===== config.mk =====
export PLATFORM = sky130hd
export DESIGN_NAME = multichannel_least_squares_line_fit
export DESIGN_NICKNAME = d
export VERILOG_FILES = /design/src/hdl/lslf_pkg.sv /design/src/hdl/lslf_mul.sv /design/src/hdl/lslf_div.sv /design/src/hdl/multichannel_least_squares_line_fit.sv
export SDC_FILE = /design/constraint.sdc
export NUM_CORES = 2
export LEC_CHECK = 0
export ABC_AREA = 1
export BUFFER_PORTS_ARGS = -buffer_cell sky130_fd_sc_hd__buf_4
export CORE_MARGIN = 2
export CORE_UTILIZATION = 45
export CTS_BUF_LIST = sky130_fd_sc_hd__clkbuf_16
export DETAILED_ROUTE_END_ITERATION = 8
export PLACE_DENSITY = 0.61
export REMOVE_ABC_BUFFERS = 1
export SYNTH_ARGS = -nofsm -noshare
export SYNTH_HDL_FRONTEND = slang
export SYNTH_SLANG_ARGS = --single-unit

===== constraint.sdc =====
create_clock -name i_clk -period 19.3 [get_ports i_clk]
set_input_delay 1.93 -clock i_clk [delete_from_list [all_inputs] [get_ports i_clk]]
set_output_delay 1.93 -clock i_clk [all_outputs]
set_load 0.01 [all_outputs]

===== src/hdl/lslf_pkg.sv =====
`timescale 1ns / 1ps
`default_nettype none

package lslf_pkg;

    // Accumulator widths
    localparam int SUM_T_W  = 21;
    localparam int SUM_R_W  = 21;
    localparam int SUM_SQ_W = 37;
    localparam int SUM_RT_W = 37;
    localparam int CNT_W    = 6;
    localparam int CH_W     = 3;

    // Shared multiplier operand widths
    localparam int MA_W = 22;
    localparam int MB_W = 20;
    localparam int MP_W = MA_W + MB_W;
    localparam int MB_FULL_W = 38;
    localparam int CHUNK_W = 19;

    // Fit arithmetic widths
    localparam int ACC_W = 64;
    localparam int DEN_W = 48;

    // Divider scale codes
    localparam logic [1:0] SH_0  = 2'd0;
    localparam logic [1:0] SH_8  = 2'd1;
    localparam logic [1:0] SH_14 = 2'd2;

    typedef struct packed {
        logic                    start;
        logic [1:0]              sh_sel;
        logic signed [ACC_W-1:0] num;
        logic [DEN_W-1:0]        den;
    } t_div_req;

endpackage

`default_nettype wire


===== src/hdl/lslf_mul.sv =====
`timescale 1ns / 1ps
`default_nettype none

module lslf_mul
    import lslf_pkg::*;
(
    input  wire logic                   i_clk,
    input  wire logic signed [MA_W-1:0] i_a,
    input  wire logic signed [MB_W-1:0] i_b,
    output logic signed [MP_W-1:0]      o_prod
);

    logic signed [MP_W-1:0] r_prod;

    // Register the signed product
    always_ff @(posedge i_clk) begin
        r_prod <= i_a * i_b;
    end

    assign o_prod = r_prod;

endmodule

`default_nettype wire


===== src/hdl/lslf_div.sv =====
`timescale 1ns / 1ps
`default_nettype none

module lslf_div
    import lslf_pkg::*;
(
    input  wire logic        i_clk,
    input  wire logic        i_rst_n,
    input  wire t_div_req    i_req,
    output logic             o_done,
    output logic [31:0]      o_quot
);

    localparam logic [1:0] D_IDLE = 2'd0;
    localparam logic [1:0] D_CHK  = 2'd1;
    localparam logic [1:0] D_RUN  = 2'd2;
    localparam logic [1:0] D_FIN  = 2'd3;

    logic [1:0]        r_state, n_state;
    logic [ACC_W-1:0]  r_mag;
    logic [DEN_W-1:0]  r_den;
    logic [1:0]        r_sh;
    logic              r_neg;
    logic              r_sat;
    logic [DEN_W:0]    r_rem;
    logic [31:0]       r_low;
    logic [31:0]       r_q;
    logic [4:0]        r_cnt;

    logic [77:0]       m_sh;
    logic [DEN_W:0]    rem_sh;
    logic              ge;
    logic [32:0]       tot;

    // Scale the magnitude by the requested power of two
    always_comb begin
        case (r_sh)
            SH_8:    m_sh = {16'd0, r_mag[61:0]} << 8;
            SH_14:   m_sh = {16'd0, r_mag[61:0]} << 14;
            default: m_sh = {16'd0, r_mag[61:0]};
        endcase
    end

    // One restoring step
    assign rem_sh = {r_rem[DEN_W-1:0], r_low[31]};
    assign ge     = rem_sh >= {1'b0, r_den};

    // Saturate and apply the sign
    assign tot = r_sat ? 33'h1_0000_0000 : {1'b0, r_q};
    always_comb begin
        if (r_neg) begin
            o_quot = (tot >= 33'h0_8000_0000) ? 32'h8000_0000 : (32'd0 - tot[31:0]);
        end else begin
            o_quot = (tot > 33'h0_7FFF_FFFF) ? 32'h7FFF_FFFF : tot[31:0];
        end
    end
    assign o_done = (r_state == D_FIN);

    always_comb begin
        n_state = r_state;
        case (r_state)
            D_IDLE:  if (i_req.start) n_state = D_CHK;
            D_CHK:   n_state = ({2'b00, m_sh} >= {r_den, 32'd0}) ? D_FIN : D_RUN;
            D_RUN:   if (r_cnt == 5'd0) n_state = D_FIN;
            D_FIN:   n_state = D_IDLE;
            default: n_state = D_IDLE;
        endcase
    end

    always_ff @(posedge i_clk) begin
        if (!i_rst_n) begin
            r_state <= D_IDLE;
        end else begin
            r_state <= n_state;
        end
    end

    // Datapath
    always_ff @(posedge i_clk) begin
        case (r_state)
            D_IDLE: begin
                if (i_req.start) begin
                    r_neg <= i_req.num[ACC_W-1];
                    r_mag <= i_req.num[ACC_W-1] ? (64'd0 - i_req.num) : i_req.num;
                    r_den <= i_req.den;
                    r_sh  <= i_req.sh_sel;
                end
            end
            D_CHK: begin
                r_sat <= {2'b00, m_sh} >= {r_den, 32'd0};
                r_rem <= {3'd0, m_sh[77:32]};
                r_low <= m_sh[31:0];
                r_q   <= 32'd0;
                r_cnt <= 5'd31;
            end
            D_RUN: begin
                r_rem <= ge ? (rem_sh - {1'b0, r_den}) : rem_sh;
                r_q   <= {r_q[30:0], ge};
                r_low <= {r_low[30:0], 1'b0};
                r_cnt <= r_cnt - 5'd1;
            end
            default: begin
            end
        endcase
    end

endmodule

`default_nettype wire


===== src/hdl/multichannel_least_squares_line_fit.sv =====
`timescale 1ns / 1ps
`default_nettype none

// Least-squares line fit over up to CHANNELS sensor channels against one
// reference temperature. Each calibration point is accepted in the idle state
// and then accumulated channel by channel through one shared 22x20 multiplier
// in states S_AM1, S_AM2 and S_AM3: o_ready stays low until every channel
// is accumulated, so no new point is taken before then. Points past
// MAX_POINTS are dropped from the sums. A point with last_point set starts the
// fit: per channel 12 multiply-accumulate pairs build the denominator and
// both numerators, then one iterative divider (done early when the quotient
// saturates; a division is skipped when the count is zero or the denominator
// is not positive; 4 divisions) gives means, slope and intercept. Each result
// is held until it is taken. After the last result all sums return to their
// reset values.
module multichannel_least_squares_line_fit
    import lslf_pkg::*;
#(
    parameter int CHANNELS   = 6,
    parameter int MAX_POINTS = 32
) (
    input  wire logic                i_clk,
    input  wire logic                i_rst_n,
    input  wire logic                i_valid,
    output logic                     o_ready,
    input  wire logic signed [15:0]  i_ref_temp,
    input  wire logic [15:0]         i_reading_0,
    input  wire logic [15:0]         i_reading_1,
    input  wire logic [15:0]         i_reading_2,
    input  wire logic [15:0]         i_reading_3,
    input  wire logic [15:0]         i_reading_4,
    input  wire logic [15:0]         i_reading_5,
    input  wire logic                i_last_point,
    output logic                     o_valid,
    input  wire logic                i_ready,
    output logic [2:0]               o_channel,
    output logic signed [31:0]       o_slope,
    output logic signed [31:0]       o_intercept,
    output logic [15:0]              o_mean_reading,
    output logic [15:0]              o_min_reading,
    output logic [15:0]              o_max_reading,
    output logic signed [15:0]       o_mean_temp,
    output logic [5:0]               o_points_used,
    output logic                     o_fit_valid,
    output logic                     o_last
);

    localparam int CH_IW = (CHANNELS > 1) ? $clog2(CHANNELS) : 1;
    localparam logic [CH_IW-1:0] LAST_CH = CH_IW'(CHANNELS - 1);
    localparam logic [CNT_W-1:0] MAX_CNT = CNT_W'(MAX_POINTS);

    localparam logic [3:0] S_IDLE = 4'd0;
    localparam logic [3:0] S_AM1  = 4'd1;
    localparam logic [3:0] S_AM2  = 4'd2;
    localparam logic [3:0] S_AM3  = 4'd3;
    localparam logic [3:0] S_FM   = 4'd4;
    localparam logic [3:0] S_FA   = 4'd5;
    localparam logic [3:0] S_DS   = 4'd6;
    localparam logic [3:0] S_DW   = 4'd7;
    localparam logic [3:0] S_OUT  = 4'd8;

    localparam logic [2:0] T_LAST = 3'd5;
    localparam logic [1:0] D_MX = 2'd0;
    localparam logic [1:0] D_MT = 2'd1;
    localparam logic [1:0] D_SL = 2'd2;
    localparam logic [1:0] D_IC = 2'd3;

    // Sequencer
    logic [3:0]       r_state;
    logic [CH_IW-1:0] r_ch;
    logic [2:0]       r_term;
    logic             r_chunk;
    logic [1:0]       r_dsel;

    // Run accumulators
    logic [CNT_W-1:0]           r_cnt;
    logic signed [SUM_T_W-1:0]  r_sy;
    logic [SUM_R_W-1:0]         r_sx  [CHANNELS];
    logic [SUM_SQ_W-1:0]        r_sxx [CHANNELS];
    logic signed [SUM_RT_W-1:0] r_sxy [CHANNELS];
    logic [15:0]                r_min [CHANNELS];
    logic [15:0]                r_max [CHANNELS];

    // Latched point
    logic signed [15:0] r_y;
    logic [15:0]        r_x [CHANNELS];
    logic               r_lastp;

    // Fit working registers
    logic signed [ACC_W-1:0] r_acc, r_den, r_nums, r_numi;
    logic [15:0]             r_mx, r_mt;
    logic [31:0]             r_sl;

    // Output register
    logic               r_ovalid;
    logic [2:0]         r_ochan;
    logic signed [31:0] r_oslope, r_oicpt;
    logic [15:0]        r_omx, r_omin, r_omax, r_omt;
    logic [5:0]         r_ocnt;
    logic               r_ofv, r_olast;

    logic [15:0] w_rd [6];
    logic signed [MA_W-1:0] mul_a;
    logic signed [MB_W-1:0] mul_b;
    logic signed [MP_W-1:0] mul_p;
    logic [MB_FULL_W-1:0]   b_full;
    logic signed [ACC_W-1:0] addend;
    t_div_req div_req;
    logic        div_done;
    logic [31:0] div_q;
    logic        skip;
    logic        den_pos;
    logic        dfin;
    logic [31:0] dres;
    logic [15:0] cur_x;
    logic        in_acc, out_acc;

    assign w_rd[0] = i_reading_0;
    assign w_rd[1] = i_reading_1;
    assign w_rd[2] = i_reading_2;
    assign w_rd[3] = i_reading_3;
    assign w_rd[4] = i_reading_4;
    assign w_rd[5] = i_reading_5;

    assign o_ready = (r_state == S_IDLE);
    assign in_acc  = i_valid && o_ready;
    assign out_acc = r_ovalid && i_ready;
    assign cur_x   = r_x[r_ch];
    assign den_pos = !r_den[ACC_W-1] && (r_den != '0);

    // Select operands for the shared multiplier
    always_comb begin
        case (r_term)
            3'd0:    b_full = {1'b0, r_sxx[r_ch]};
            3'd1:    b_full = {17'd0, r_sx[r_ch]};
            3'd2:    b_full = {r_sxy[r_ch][SUM_RT_W-1], r_sxy[r_ch]};
            3'd3:    b_full = {{17{r_sy[SUM_T_W-1]}}, r_sy};
            3'd4:    b_full = {1'b0, r_sxx[r_ch]};
            default: b_full = {r_sxy[r_ch][SUM_RT_W-1], r_sxy[r_ch]};
        endcase
        case (r_state)
            S_AM1: begin
                mul_a = {6'd0, cur_x};
                mul_b = {4'd0, cur_x};
            end
            S_AM2: begin
                mul_a = {{6{r_y[15]}}, r_y};
                mul_b = {4'd0, cur_x};
            end
            default: begin
                case (r_term)
                    3'd0, 3'd2: mul_a = {16'd0, r_cnt};
                    3'd4:       mul_a = {r_sy[SUM_T_W-1], r_sy};
                    default:    mul_a = {1'b0, r_sx[r_ch]};
                endcase
                mul_b = r_chunk ? {b_full[MB_FULL_W-1], b_full[MB_FULL_W-1:CHUNK_W]}
                                : {1'b0, b_full[CHUNK_W-1:0]};
            end
        endcase
    end

    assign addend = {{(ACC_W-MP_W){mul_p[MP_W-1]}}, mul_p} << (r_chunk ? CHUNK_W : 0);

    lslf_mul u_mul (
        .i_clk  (i_clk),
        .i_a    (mul_a),
        .i_b    (mul_b),
        .o_prod (mul_p)
    );

    // Build the divider request
    always_comb begin
        div_req.start = 1'b0;
        case (r_dsel)
            D_MX: begin
                div_req.num    = {{(ACC_W-SUM_R_W){1'b0}}, r_sx[r_ch]};
                div_req.den    = {{(DEN_W-CNT_W){1'b0}}, r_cnt};
                div_req.sh_sel = SH_0;
                skip           = (r_cnt == '0);
            end
            D_MT: begin
                div_req.num    = {{(ACC_W-SUM_T_W){r_sy[SUM_T_W-1]}}, r_sy};
                div_req.den    = {{(DEN_W-CNT_W){1'b0}}, r_cnt};
                div_req.sh_sel = SH_0;
                skip           = (r_cnt == '0);
            end
            D_SL: begin
                div_req.num    = r_nums;
                div_req.den    = r_den[DEN_W-1:0];
                div_req.sh_sel = SH_14;
                skip           = !den_pos;
            end
            default: begin
                div_req.num    = r_numi;
                div_req.den    = r_den[DEN_W-1:0];
                div_req.sh_sel = SH_8;
                skip           = !den_pos;
            end
        endcase
        if (r_state == S_DS && !skip) div_req.start = 1'b1;
    end

    lslf_div u_div (
        .i_clk   (i_clk),
        .i_rst_n (i_rst_n),
        .i_req   (div_req),
        .o_done  (div_done),
        .o_quot  (div_q)
    );

    assign dfin = (r_state == S_DS && skip) || (r_state == S_DW && div_done);
    assign dres = (r_state == S_DW) ? div_q : 32'd0;

    // Control sequencer
    always_ff @(posedge i_clk) begin
        if (!i_rst_n) begin
            r_state  <= S_IDLE;
            r_ch     <= '0;
            r_term   <= '0;
            r_chunk  <= 1'b0;
            r_dsel   <= D_MX;
            r_ovalid <= 1'b0;
        end else begin
            case (r_state)
                S_IDLE: begin
                    if (in_acc) begin
                        r_ch    <= '0;
                        r_term  <= '0;
                        r_chunk <= 1'b0;
                        if (r_cnt < MAX_CNT) r_state <= S_AM1;
                        else if (i_last_point) r_state <= S_FM;
                    end
                end
                S_AM1: r_state <= S_AM2;
                S_AM2: r_state <= S_AM3;
                S_AM3: begin
                    if (r_ch == LAST_CH) begin
                        r_ch    <= '0;
                        r_state <= r_lastp ? S_FM : S_IDLE;
                    end else begin
                        r_ch    <= r_ch + 1'b1;
                        r_state <= S_AM1;
                    end
                end
                S_FM: r_state <= S_FA;
                S_FA: begin
                    r_chunk <= !r_chunk;
                    if (r_chunk && r_term == T_LAST) begin
                        r_term  <= '0;
                        r_dsel  <= D_MX;
                        r_state <= S_DS;
                    end else begin
                        if (r_chunk) r_term <= r_term + 3'd1;
                        r_state <= S_FM;
                    end
                end
                S_DS: begin
                    if (!skip) r_state <= S_DW;
                end
                default: begin
                end
            endcase
            // Advance through the divisions
            if (dfin) begin
                if (r_dsel == D_IC) begin
                    r_ovalid <= 1'b1;
                    r_state  <= S_OUT;
                end else begin
                    r_dsel  <= r_dsel + 2'd1;
                    r_state <= S_DS;
                end
            end
            // Release the result and move to the next channel, or back to idle after the last
            if (r_state == S_OUT && out_acc) begin
                r_ovalid <= 1'b0;
                r_chunk  <= 1'b0;
                r_term   <= '0;
                if (r_ch == LAST_CH) begin
                    r_ch    <= '0;
                    r_state <= S_IDLE;
                end else begin
                    r_ch    <= r_ch + 1'b1;
                    r_state <= S_FM;
                end
            end
        end
    end

    // Run accumulators
    always_ff @(posedge i_clk) begin
        if (!i_rst_n || (r_state == S_OUT && out_acc && r_ch == LAST_CH)) begin
            r_cnt <= '0;
            r_sy  <= '0;
            for (int k = 0; k < CHANNELS; k++) begin
                r_sx[k]  <= '0;
                r_sxx[k] <= '0;
                r_sxy[k] <= '0;
                r_min[k] <= 16'hFFFF;
                r_max[k] <= 16'h0000;
            end
        end else begin
            case (r_state)
                S_AM2: begin
                    r_sxx[r_ch] <= r_sxx[r_ch] + {5'd0, mul_p[31:0]};
                    r_sx[r_ch]  <= r_sx[r_ch] + {5'd0, cur_x};
                    if (cur_x < r_min[r_ch]) r_min[r_ch] <= cur_x;
                    if (cur_x > r_max[r_ch]) r_max[r_ch] <= cur_x;
                end
                S_AM3: begin
                    r_sxy[r_ch] <= r_sxy[r_ch] + {{4{mul_p[32]}}, mul_p[32:0]};
                    if (r_ch == LAST_CH) begin
                        r_cnt <= r_cnt + 1'b1;
                        r_sy  <= r_sy + {{5{r_y[15]}}, r_y};
                    end
                end
                default: begin
                end
            endcase
        end
    end

    // Point latch and fit datapath
    always_ff @(posedge i_clk) begin
        if (in_acc) begin
            r_y     <= i_ref_temp;
            r_lastp <= i_last_point;
            for (int k = 0; k < CHANNELS; k++) r_x[k] <= w_rd[k];
        end
        if (r_state == S_IDLE || r_state == S_OUT) r_acc <= '0;
        if (r_state == S_FA) begin
            if (r_chunk && r_term[0]) begin
                r_acc <= '0;
                case (r_term)
                    3'd1:    r_den  <= r_acc - addend;
                    3'd3:    r_nums <= r_acc - addend;
                    default: r_numi <= r_acc - addend;
                endcase
            end else begin
                r_acc <= r_term[0] ? (r_acc - addend) : (r_acc + addend);
            end
        end
        if (dfin) begin
            case (r_dsel)
                D_MX:    r_mx <= dres[15:0];
                D_MT:    r_mt <= dres[15:0];
                D_SL:    r_sl <= dres;
                default: begin
                    r_ochan  <= {{(CH_W-CH_IW){1'b0}}, r_ch};
                    r_oslope <= r_sl;
                    r_oicpt  <= dres;
                    r_omx    <= r_mx;
                    r_omin   <= r_min[r_ch];
                    r_omax   <= r_max[r_ch];
                    r_omt    <= r_mt;
                    r_ocnt   <= r_cnt;
                    r_ofv    <= den_pos;
                    r_olast  <= (r_ch == LAST_CH);
                end
            endcase
        end
    end

    assign o_valid        = r_ovalid;
    assign o_channel      = r_ochan;
    assign o_slope        = r_oslope;
    assign o_intercept    = r_oicpt;
    assign o_mean_reading = r_omx;
    assign o_min_reading  = r_omin;
    assign o_max_reading  = r_omax;
    assign o_mean_temp    = r_omt;
    assign o_points_used  = r_ocnt;
    assign o_fit_valid    = r_ofv;
    assign o_last         = r_olast;

    // A pending result blocks new points
    a_no_accept_while_result: assert property (@(posedge i_clk) disable iff (!i_rst_n)
        o_valid |-> !o_ready)
        else $error("point transfer possible while result pending");

    // A valid fit needs at least two points
    a_fit_needs_points: assert property (@(posedge i_clk) disable iff (!i_rst_n)
        (o_valid && o_fit_valid) |-> (o_points_used >= 6'd2))
        else $error("fit flagged valid with fewer than two points");

    // Min never exceeds max once a point is held
    a_min_le_max: assert property (@(posedge i_clk) disable iff (!i_rst_n)
        (o_valid && o_points_used != 6'd0) |-> (o_min_reading <= o_max_reading))
        else $error("min reading above max reading");

endmodule

`default_nettype wire

=== Word-level counts from Yosys, hierarchy flattened ===
Memory sizes are Yosys's and may differ from the RTL's. A register that Yosys moved wholly into a read port is not among the register bits.
Index checks and enable logic that the tools add are counted.

* Equal/unequal tests: 30
* Shifts and indexed selects: 1
* Reduce and logical (&&, ||, !) cells: 57
* Bitwise operators: 3
* Multipliers: 1
* Add/sub/neg operators: 14
* Mux-type cells: 99
* Order comparisons: 7

{| class="wikitable"
|+ Operators by type and width
! kind !! number
|-
| 114-bit one-hot mux with 3 select lines || 1
|-
| 64-bit two-way mux || 4
|-
| 76-bit one-hot mux with 2 select lines || 1
|-
| 32-bit two-way mux || 4
|-
| 32-bit one-hot mux with 2 select lines || 2
|-
| 38-bit one-hot mux with 3 select lines || 1
|-
| 48-bit one-hot mux with 2 select lines || 1
|-
| 22-bit one-hot mux with 2 select lines || 2
|-
| 78-bit by 80-bit greater-or-equal comparator with 1-bit output || 1
|-
| 3-bit two-way mux || 25
|-
| 37-bit two-way mux || 2
|-
| 37-bit OR reduction || 2
|-
| 64-bit adder || 1
|-
| 64-bit nonzero test || 1
|-
| 64-bit by 5-bit left shift with 64-bit output || 1
|-
| 64-bit subtractor || 1
|-
| 62-bit two-way mux || 1
|-
| 1-bit by 62-bit subtractor with 62-bit output, first input constant || 1
|-
| 49-bit by 48-bit greater-or-equal comparator with 1-bit output || 1
|-
| 48-bit two-way mux || 1
|-
| 48-bit subtractor || 1
|-
| 22-bit by 20-bit multiplier with 42-bit output || 1
|-
| 20-bit two-way mux || 2
|-
| 37-bit by 32-bit adder with 37-bit output || 1
|-
| other kinds (60) || 153
|}

* Output and inout bits: 141
* RAM bits: 858
* Memories kept: 6
* Input bits: 117
* Register bits after elaboration: 792
* Logic and storage cells: 256

{| class="wikitable"
|+ Memories
! name !! words !! width !! read ports !! clocked after Yosys merged registers in !! write ports !! RTL line !! source
|-
| r_sxx || 6 || 37 || 1 || 1 || 6 || multichannel_least_squares_line_fit.sv:79 || <nowiki>logic [SUM_SQ_W-1:0] r_sxx [CHANNELS];</nowiki>
|-
| r_sxy || 6 || 37 || 1 || 1 || 6 || multichannel_least_squares_line_fit.sv:80 || <nowiki>logic signed [SUM_RT_W-1:0] r_sxy [CHANNELS];</nowiki>
|-
| r_sx || 6 || 21 || 1 || 1 || 6 || multichannel_least_squares_line_fit.sv:78 || <nowiki>logic [SUM_R_W-1:0] r_sx [CHANNELS];</nowiki>
|-
| r_max || 6 || 16 || 1 || 1 || 6 || multichannel_least_squares_line_fit.sv:82 || <nowiki>logic [15:0] r_max [CHANNELS];</nowiki>
|-
| r_min || 6 || 16 || 1 || 1 || 6 || multichannel_least_squares_line_fit.sv:81 || <nowiki>logic [15:0] r_min [CHANNELS];</nowiki>
|-
| r_x || 6 || 16 || 1 || 1 || 6 || multichannel_least_squares_line_fit.sv:86 || <nowiki>logic [15:0] r_x [CHANNELS];</nowiki>
|}

=== Longest topological paths before layout ===
* Depth after elaboration: 9
* Mapped depth: 44
* Gate-level depth less buffers: 39

=== Hierarchy ===
A second synthesis with hierarchy kept.

* Cells, all modules: 14432
* Area total of the unflattened synthesis: 122914.1 um^2

{| class="wikitable"
|+ By module, submodules not included
! module !! sequential area each (um^2) !! cells an instance !! times used !! area each (um^2)
|-
| multichannel_least_squares_line_fit || 48566.6 || 9174 || 1 || 84913.9
|-
| lslf_div || 6976.7 || 2775 || 1 || 19193.4
|-
| lslf_mul || 840.8 || 2483 || 1 || 18806.8
|}

=== Least setup slack after synthesis ===
Ideal clock, no wire load.

* Path kind: reg2reg
* Start: reg r_term[0]
* End: reg u_mul.r_prod[38], in the netlist u_mul.o_prod[38]
* Buffers on the path: 6
* Setup time: 120 ps
* Slack: 11096 ps
* Stages on the path, launching flop included: 38
* Clock period less this slack: 8204 ps
* Required time: 19180 ps
* Arrival time: 8084 ps
* Path through: dfxtp_1 -> buf_2 -> inv_2 -> clkbuf_1 -> clkbuf_1 -> ha_1 -> buf_2 -> buf_1 -> nand2_1 -> o211ai_1 -> o211ai_2 -> nand3_1 -> o21ai_2 -> buf_6 -> nor2_1 -> fa_1 -> inv_1 -> fa_1 -> [... 2 more ...] -> inv_1 -> fa_1 -> inv_1 -> fa_1 -> fa_1 -> inv_1 -> fa_1 -> inv_1 -> ha_1 -> a21oi_1 -> inv_1 -> a21oi_1 -> inv_1 -> a21oi_1 -> o2111ai_1 -> nand2_1 -> nand2_1 -> xor2_1

* Longest elaborated chain between the ends: 6
* Elaborated cells between the ends (all ways): 13
* Classes of those cells: mul (1); eq/ne (4); mux (5); reduce/logical (3)

{| class="wikitable"
|+ RTL lines
! element !! RTL line !! source
|-
| start: declaration || multichannel_least_squares_line_fit.sv:71 || <nowiki>logic [2:0] r_term;</nowiki>
|-
| start signal: assignment || multichannel_least_squares_line_fit.sv:253 || <nowiki>if (r_chunk) r_term <= r_term + 3'd1;</nowiki>
|-
| 3-bit equality test / 3-bit logical NOT (equally long branches) || multichannel_least_squares_line_fit.sv:133, multichannel_least_squares_line_fit.sv:151 ||
|-
| 2-bit OR reduction (no source line) || -- ||
|-
| 38-bit one-hot mux with 3 select lines || multichannel_least_squares_line_fit.sv:133 || <nowiki>case (r_term)</nowiki>
|-
| 20-bit two-way mux || multichannel_least_squares_line_fit.sv:156 || <nowiki>mul_b = r_chunk ? {b_full[MB_FULL_W-1], b_full[MB_FULL_W-1:CHUNK_W]}</nowiki>
|-
| 20-bit two-way mux || multichannel_least_squares_line_fit.sv:141 || <nowiki>case (r_state)</nowiki>
|-
| 22-bit by 20-bit multiplier with 42-bit output * || lslf_mul.sv:17 || <nowiki>r_prod <= i_a * i_b;</nowiki>
|-
| end signal: assignment || lslf_mul.sv:17 ||
|-
| end: declaration || lslf_mul.sv:13 || <nowiki>logic signed [MP_W-1:0] r_prod;</nowiki>
|}

Every way passes the cells marked *; elsewhere a longest branch is shown, timed or not.
A chain may end at the register's enable or synchronous reset.

==> qor.yml <==
ant_nets: 0
portBuffers: 257
fin_skew_ps: 91.3
fin_crit_sh_pct: 61.4
finish.net_count: 15062
vias_per_cell: 5.65
overflow: 0
critPathLaunchType: "flop"
wl_per_cell_um: 24.2
cp-end-kind: "flop"
stdcell_count: 17739
tightestPinTransition_ps: 1160
rsz0062_at_grt: "no"
drv_slew: 0
synth_top_area_cell: "edfxtp_1"
wl_mm: 429
cts.clk_slew.worst_paths_ps: 60
cts_hold_buf: 0
synthCells: 13942
synthAdderAreaFrac_pct: 12.6
critPathMaxStageDelay_ps: 980
hold_viol_final: 0
fin_setup_tns_ps: 0
synthXorXnorAreaFrac_pct: 1.55
syn_to_final_growth_pct: 9.76
io_pins: 258
firstDrtPassIters: 8
cts_max_level: 4
antenna_found_initial: 11
mostFrequentLayoutCells: "nand2_1 (2528), nor2_1 (2262), inv_1 (2026)"
dieWidth_um: 524
critPathKind: "flop to flop"
cp.arrival_ps: 12630
holdCritPathClass: "flop to flop"
muxShareOfSynthArea_pct: 0.0278
die_h_um: 524
drt_iter0_drc: 11288
synth-seq-cells: 1905
clock_latency_ps: 920
mostFrequentLayoutCell: "nand2_1"
grt_max_degree: 203
synth_area_sq_mm: 0.122
cts_made_buffers: 213
synthDistinctLibCells: 72
synthFlopType: "edfxtp_1"
async_reset_ff_share_pct: 0
synth_compound_area_share_pct: 11.1
hold_ws_ps: 413
drive_above_1_share_pct: 7.00
post-route-min-period_ps: 11850
grt_usage_pct: 30.5
vias: 100147
outcome: "complete, no violations"
dp_cells: 17333
worstPathMaxFanout: 180
max_freq_mhz: 84.4
first_global_vias: 94826
yosysTopAreaCellShare_pct: 44.8
clockBufferDepth: 4
slew_headroom_pct: 22.1
gp_congestion: 1.03
maxCapViolCount: 0
syn_area_per_cell_sq_um: 8.73
seq_area_frac_synth_pct: 46.3
die_area_sq_mm: 0.275
hpwl_mm: 309
ys_warn_count: 0
critPathSlowestCell: "fa_1"
post_cts_buffers: 0
cp_common_cell: "fa_1"
tritoncts: "yes"
cts.sinks: 1905
postCtsResizedCells: 0
netlist_top_cells_area: "edfxtp_1 (45%), nand2_1 (7.8%), fa_1 (7.6%)"
yosys.area_share.simple_pct: 19.7
drc: 0
setup_violations: 0
synth_edf_count: 1817
grt_pass1_wl_mm: 621
rows: 190
cp.required_ps: 20080
core_sq_mm: 0.268
start_util_pct: 45.3
synth_top_family_by_area: "simple AND/OR/NAND/NOR gates"
root_buffer: "clkbuf_16"
[state kept, by name, indices dropped and copies added (netlist names), 64 cells and up, named ones only]
register  flops
r_x          96
r_acc        64
r_max       128
r_min       128
r_sxx       296
r_sx        168
r_sxy       296
r_den        64
[worst paths after layout]
path | cells past startpoint | endpoint | slack, ps | startpoint
min reg2reg | 0 | o_slope[13]$_DFFE_PP_ | 410 | r_sl[13]$_DFFE_PP_
max reg2reg | 30 | u_mul.o_prod[40]$_DFF_P_ | 7450 | flop
min | 0 | o_slope[13]$_DFFE_PP_ | 410 | r_sl[13]$_DFFE_PP_
max | 30 | u_mul.o_prod[40]$_DFF_P_ | 7450 | flop
[cells in the mapped netlist (89+ instances only)]
| cell type | n |
|---|---|
| nand4_1 | 90 |
| clkbuf_1 | 246 |
| a21oi_1 | 690 |
| edfxtp_1 | 1817 |
| o21ai_0 | 944 |
| o22ai_1 | 202 |
| buf_2 | 176 |
| o211ai_1 | 89 |
| nor3_1 | 108 |
| nand3_1 | 605 |
| fa_1 | 463 |
| inv_1 | 1991 |
| ha_1 | 486 |
| xor2_1 | 131 |
| nor2_1 | 2273 |
| nand2_1 | 2543 |
[per-stage QoR]
stage / setup slack [ps] / utilization [%] / cell area (sq um)
2_1_floorplan: -4760 / - / 119000
3_3_place_gp: 7860 / 47.2 / 127000
3_5_place_dp: 7870 / 47.2 / 127000
4_1_cts: 7750 / 49.7 / 134000
5_1_grt: 6960 / 49.7 / 134000
6_report: 7450 / 49.8 / 134000
[logic make-up after synthesis]
family / count (synthesis)
buffers and inverters: 2632
flip-flops: 1905
AND/OR/NAND/NOR: 5861
AO/OA/AOI/OAI: 2377
multiplexers: 3
adder cells (fa/ha/maj): 949
XOR/XNOR: 215
[worst max-delay path, delay by kind of cell (launching register included)]
kind                       cells  cell delay, ps
xor gates and xnor gates       1             150
AOI/OAI and AO/OA              5             870
adders and majority gates      8            4650
buffers and inverters         10            3280
and+or+nand+nor                6            1630
DFF                            1             550
[final cells by class]
class / instances / area (sq um)
multi-input cells: 9405 / 55000
well taps: 3552 / 4440
repair buffers: 409 / 3120
fillers: 25591 / 135000
clock inverters: 179 / 1460
inverters: 2062 / 7780
flip-flops and latches: 1905 / 56300
clock buffers: 217 / 5430
diodes: 10 / 25.0
[metal layers]
metal	global-route usage [%]	part of all wire (%)
met3	5.10	9.1
met5	0	0.0063
met1	42.2	42
met4	12.6	4.5
met2	47.4	45
Power is not shown: default switching activity piles up to over one toggle a cycle in this logic, so the estimate is an artifact.
